### config.mk
export PLATFORM = sky130hd
export DESIGN_NAME = vau_sqrt
export DESIGN_NICKNAME = d
export VERILOG_FILES = /design/src/hw/rtl/assert_macros.svh /design/src/hw/rtl/vau_pkg.sv /design/src/hw/rtl/vau_sqrt.sv
export SDC_FILE = /design/constraint.sdc
export NUM_CORES = 2
export LEC_CHECK = 0
export BUFFER_PORTS_ARGS = -buffer_cell sky130_fd_sc_hd__buf_2
export CAP_MARGIN = 20
export CORE_UTILIZATION = 50
export DETAILED_ROUTE_END_ITERATION = 12
export GPL_ROUTABILITY_DRIVEN = 1
export PLACE_DENSITY_LB_ADDON = 0.05
export SLEW_MARGIN = 20
export SYNTH_ARGS = -nofsm -noshare
export SYNTH_HDL_FRONTEND = slang
export SYNTH_SLANG_ARGS = --single-unit
### constraint.sdc
create_clock -name clk -period 4.89 [get_ports clk]
set_input_delay 0.2445 -clock clk [delete_from_list [all_inputs] [get_ports clk]]
set_output_delay 0.2445 -clock clk [all_outputs]
set_load 0.03 [all_outputs]
### src/hw/rtl/assert_macros.svh
// assertion macros used by the vector alu top-level rtl file
`ifndef ASSERT_MACROS_SVH
`define ASSERT_MACROS_SVH

// implication checked on every clock edge outside reset
`define VAU_ASSERT_IMP(name, ante, cons) \
  name: assert property (@(posedge clk) disable iff (rst) (ante) |-> (cons)) \
    else $error("vau assertion failed");

// consequence in the cycle after the antecedent, also checked during reset
`define VAU_ASSERT_NEXT(name, ante, cons) \
  name: assert property (@(posedge clk) (ante) |=> (cons)) \
    else $error("vau assertion failed");

`endif

### src/hw/rtl/vau_pkg.sv
// shared types and opcode codes of the vector alu
package vau_pkg;

  typedef enum logic [3:0] {
    OP_ADD       = 4'd0,
    OP_SUB       = 4'd1,
    OP_MUL       = 4'd2,
    OP_DIV       = 4'd3,
    OP_SCALE     = 4'd4,
    OP_DIVSCALAR = 4'd5,
    OP_LEN       = 4'd6,
    OP_LENSQ     = 4'd7,
    OP_DIST      = 4'd8,
    OP_NORM      = 4'd9,
    OP_DOT       = 4'd10,
    OP_CROSS     = 4'd11
  } op_t;

  typedef struct packed {
    logic valid;
    op_t  op;
  } tag_t;

endpackage

### src/hw/rtl/vau_sqrt.sv
// pipelined integer square root, one root bit per stage, with side data
module vau_sqrt import vau_pkg::*; #(
  parameter int W  = 32,
  parameter int SW = 1
) (
  input  logic          clk,
  input  logic          rst,
  input  logic          en,
  input  logic          in_v,
  input  logic [2*W-1:0] rad,
  input  logic [SW-1:0] side_in,
  output logic          out_v,
  output logic [W-1:0]  root,
  output logic [SW-1:0] side_out
);

  logic           v    [W+1];
  logic [W:0]     rem  [W+1];
  logic [W-1:0]   rt   [W+1];
  logic [2*W-1:0] sh   [W+1];
  logic [SW-1:0]  side [W+1];

  assign v[0]    = in_v;
  assign rem[0]  = '0;
  assign rt[0]   = '0;
  assign sh[0]   = rad;
  assign side[0] = side_in;

  for (genvar k = 0; k < W; k++) begin : g_step
    logic [W+1:0] remx, trial;
    logic         fits;

    // remainder stays at most twice the partial root
    assign remx  = {rem[k][W-1:0], sh[k][2*W-1 -: 2]};
    assign trial = {rt[k], 2'b01};
    assign fits  = remx >= trial;

    always_ff @(posedge clk) begin
      if (rst) begin
        v[k+1] <= 1'b0;
      end else if (en) begin
        v[k+1] <= v[k];
      end
    end

    always_ff @(posedge clk) begin
      if (en) begin
        rem[k+1]  <= fits ? (W+1)'(remx - trial) : remx[W:0];
        rt[k+1]   <= {rt[k][W-2:0], fits};
        sh[k+1]   <= {sh[k][2*W-3:0], 2'b00};
        side[k+1] <= side[k];
      end
    end
  end

  assign out_v    = v[W];
  assign root     = rt[W];
  assign side_out = side[W];

endmodule

==> summary.md <==
| Metric | Value |
|---|---|
| Die width | 483.7 um |
| Top cell type's share of synthesized area | 64.65% |
| Post-DR vias/cell | 5.458 |
| Final ANT Viol Nets | 0 |
| NetSw | 17360 uW |
| Post-Synth Simple-Gate Area | 9.411% |
| Worst Min Path Start | rad[38] |
| EDFF count, synth | 2498 |
| CTS HTree Levels | 5 |
| Peak supply drop | 0.3181 mV |
| IO buf count | 102 |
| Crit start category | register |
| Min cycle time layout | 4.017 ns |
| Crit path from | g_step[27].trial[2] |
| Initial DRT Pass Iterations | 8 |
| WP data required | 5.50 ns |
| Pwr per Cell Area | 478.6 nW/um2 |
| Sum Neg Setup Slack | 0 ns |
| Die H | 483.7 um |
| Hold_ws | 0.07013 ns |
| Reg power frac | 46.6% |
| Clk buf depth | 4 |
| Yosys cell types | 92 |
| DR WL/cell | 18.53 um |
| Synth Area in XOR/XNOR | 5.865% |
| Switch share | 27.70% |
| Slew @ Worst Pin | 1.019 ns |
| Syn avg cell area | 13.11 um2 |
| Finish-stage setup viols | 0 |
| Bufs and invs on worst path | 3 |
| RR Startpoint | g_step[27].trial[2] |
| Yosys top cell by area | edfxtp_1 |
| Routed vias | 68.36k |
| Critical Path Sink Type | register |
| Root Buffer | clkbuf_16 |
| Core ar. | 230300 um2 |
| 1st-iter DRT viols | 4630 |
| Boundary Pins | 103 |
| Count leader, synth | edfxtp_1 |
| P_leak | 0.05011 uW |
| Worst hold path endpoint | sh[2024] |
| CTS tree | done |
| Layout cells sized above 1 | 8.004% |
| Status | finished, final reports clean |
| Setup CP Type | reg -> reg |
| CTS Buf Count | 293 |
| CP max FO | 46 |
| Asr flop ratio synth | 0% |
| Fin nets | 9918 |
| Finished Core Util | 56.86% |
| Max Slew Vio Count | 0 |
| Mapped Cells | 8852 |
| Vias in the first global route | 67.16k |
| Fin crit share | 82.14% |
| Largest family of logic cells by synthesized area | simple AND/OR/NAND/NOR gates |
| GRT overflow | 0 |
| Fmax | 249.0 MHz |
| Die area | 234000 um2 |
| Top post-synthesis cells by area | edfxtp_1, ha_1, xnor2_1, xor2_1, inv_1 |
| Cell Rows | 176 |
| Multiplexer share of the synthesized area | 1.322% |
| Reg clk slew, reported paths | 0.06 ns |
| Hold crit path type | in -> reg |
| Syn. warnings | 0 |
| Worst skew pair latency | 0.91 ns |
| Compound-cell area share of the yosys netlist | 9.314% |
| Arr. time, crit path | 4.63 ns |
| #FFs+latches synth | 2530 |
| RR Endpoint | g_step[28].remx[9] |
| Critical path cell sequence | inv_1 -> ha_1 -> nor2b_1 -> o31a_1 -> o21ai_0 -> a211o_1 -> a21o_1 -> nand3_1 -> o21a_1 -> nor2_1 -> clkinv_1 -> buf_12 -> mux2_2 |
| Fin. Hold Viols | 0 |
| Synthesized area | 116000 um2 |
| Total track usage | 19.70% |
| Post-synthesis net count | 9482 |
| Slowest stage cell on the critical path | edfxtp_1 |
| HPWL Detailed | 164700 um |
| RD Place Congestion | 0.8588 |
| Initial antenna violation count | 5 |
| Logic pwr share | 20.4% |
| Hold path cells | 2 |
| Clock Skews | 0.06442 ns |
| Worst path max stage delay | 0.43 ns |
| CP delay by family, top | compound AO/OA/AOI/OAI gates |
| Num Clock Sinks | 2530 |
| Worst reg2reg path depth | 13 |
| DR DRC count | 0 |
| Top_reg_cell synth | edfxtp_1 |
| Internal Pwr Total | 45320 uW |
| Starting Density | 50.38% |
| Post-CTS setup buffers | 0 |
| Max-cap viol count | 0 |
| Slew headroom | 31.44% |
| Routed WL | 232000 um |
| Clk pwr share | 33.1% |
| RSZ-0062 raised after global routing | no |
| Reg-to-reg slack, setup | 0.87 ns |
| Layout area overhead | 12.87% |
| Register area share after synthesis | 65.20% |
| First-pass GRT wire length | 369000 um |
| Top post-synthesis cells by count | edfxtp_1, inv_1, nand2_1 |
| Largest net degree at the start of global routing | 134 |
| Post-synthesis adder-cell area fraction | 6.049% |
==> cell usage in the layout, fill, tap and decap left out, types with 41 or more instances in the layout <==
cell | synthesis | routed
a211oi_1 | 52 | 49
xor2_1 | 357 | 357
a21o_1 | 190 | 190
ha_1 | 561 | 561
clkbuf_1 | 146 | 54
dlygate4sd3_1 | 0 | 117
clkbuf_16 | 0 | 299
mux2_2 | 98 | 98
nand3_1 | 109 | 109
nand2_1 | 599 | 599
nor2_1 | 554 | 553
nand4_1 | 92 | 92
and3_1 | 51 | 51
mux2i_1 | 43 | 43
clkinv_1 | 3 | 62
buf_2 | 3 | 101
nand2b_1 | 117 | 117
o21a_1 | 102 | 102
o21bai_1 | 53 | 53
buf_4 | 1 | 62
inv_1 | 705 | 705
o31ai_1 | 58 | 57
xnor2_1 | 420 | 420
nor4_1 | 98 | 98
or2_2 | 44 | 44
a31oi_1 | 52 | 52
o21ai_0 | 462 | 462
or4_1 | 41 | 41
a21oi_1 | 527 | 526
or3_1 | 92 | 92
nor2b_1 | 91 | 91
nor3_1 | 217 | 217
edfxtp_1 | 2498 | 2498
==> final cells by class <==
cell class	instances	area [um2]
clock buffers	357	7740
well taps	3026	3786
repair buffers	304	2623
diodes	2	5.005
fillers	18663	99370
clock inverters	145	1318
multi-input cells	5451	37190
flip-flops and latches	2530	75650
inverters	708	2658
==> power by group through the flow <==
stage	clock network (uW)	registers, uW	logic, uW
after floorplan	0	28800	9430
after global placement	0	29700	12400
after detailed placement	0	29700	12600
after CTS	21400	29300	12800
after global routing	22200	29500	14300
final	20700	29200	12800
==> cells by family after synthesis <==
| group | Yosys count |
|---|---|
| other cells | 1 |
| xor+xnor | 777 |
| mux | 141 |
| buf+inv | 871 |
| flops | 2530 |
| fa+ha+maj | 561 |
| simple gates | 2229 |
| compound gates | 1742 |
==> flip-flops by register name (all words and copies together), names as in the netlist <==
signal	count
side	31
g_step.remx	1008
side_out	1
g_step.trial	496
sh	930
root	32
out_v	1
v	31
==> worst max-delay path by stage <==
stage | end | slack [ns] | cells after the start
global route | g_step[22].remx[29] | 0.42 | 11
detailed placement | g_step[22].remx[29] | 0.90 | 11
floorplan | g_step[30].remx[12] | 1.30 | 11
finish | g_step[28].remx[9] | 0.87 | 13
global placement | g_step[5].remx[25] | 0.96 | 10
CTS | g_step[22].remx[29] | 0.87 | 11
==> repair_timing <==
action                    4_1_cts  5_1_grt
hold buffers                  117        0
resized for setup               0        0
hold endpoints to repair      155        0
==> per-stage QoR <==
step / instances / setup slack (ns) / area [um2] / power, uW
floorplan: 8852 / 1.297 / 116000 / 38260
global placement: 11902 / 0.9569 / 120700 / 42110
detailed placement: 11902 / 0.8978 / 120700 / 42300
CTS: 12521 / 0.8702 / 131000 / 63440
global route: 12523 / 0.4160 / 131000 / 65980
finish: 12523 / 0.8733 / 131000 / 62680
==> layer usage <==
| layer | share of wire [%] | GRT usage (%) | up-vias |
|---|---|---|---|
| met5 | 0 | 0 | - |
| met4 | 2.9 | 6.415 | 0 |
| met3 | 3.8 | 2.532 | 421 |
| met2 | 48 | 33.02 | 1310 |
| met1 | 45 | 26.58 | 33034 |
| li1 | - | - | 33590 |
Note: power is estimated with default switching activity, not from simulation.
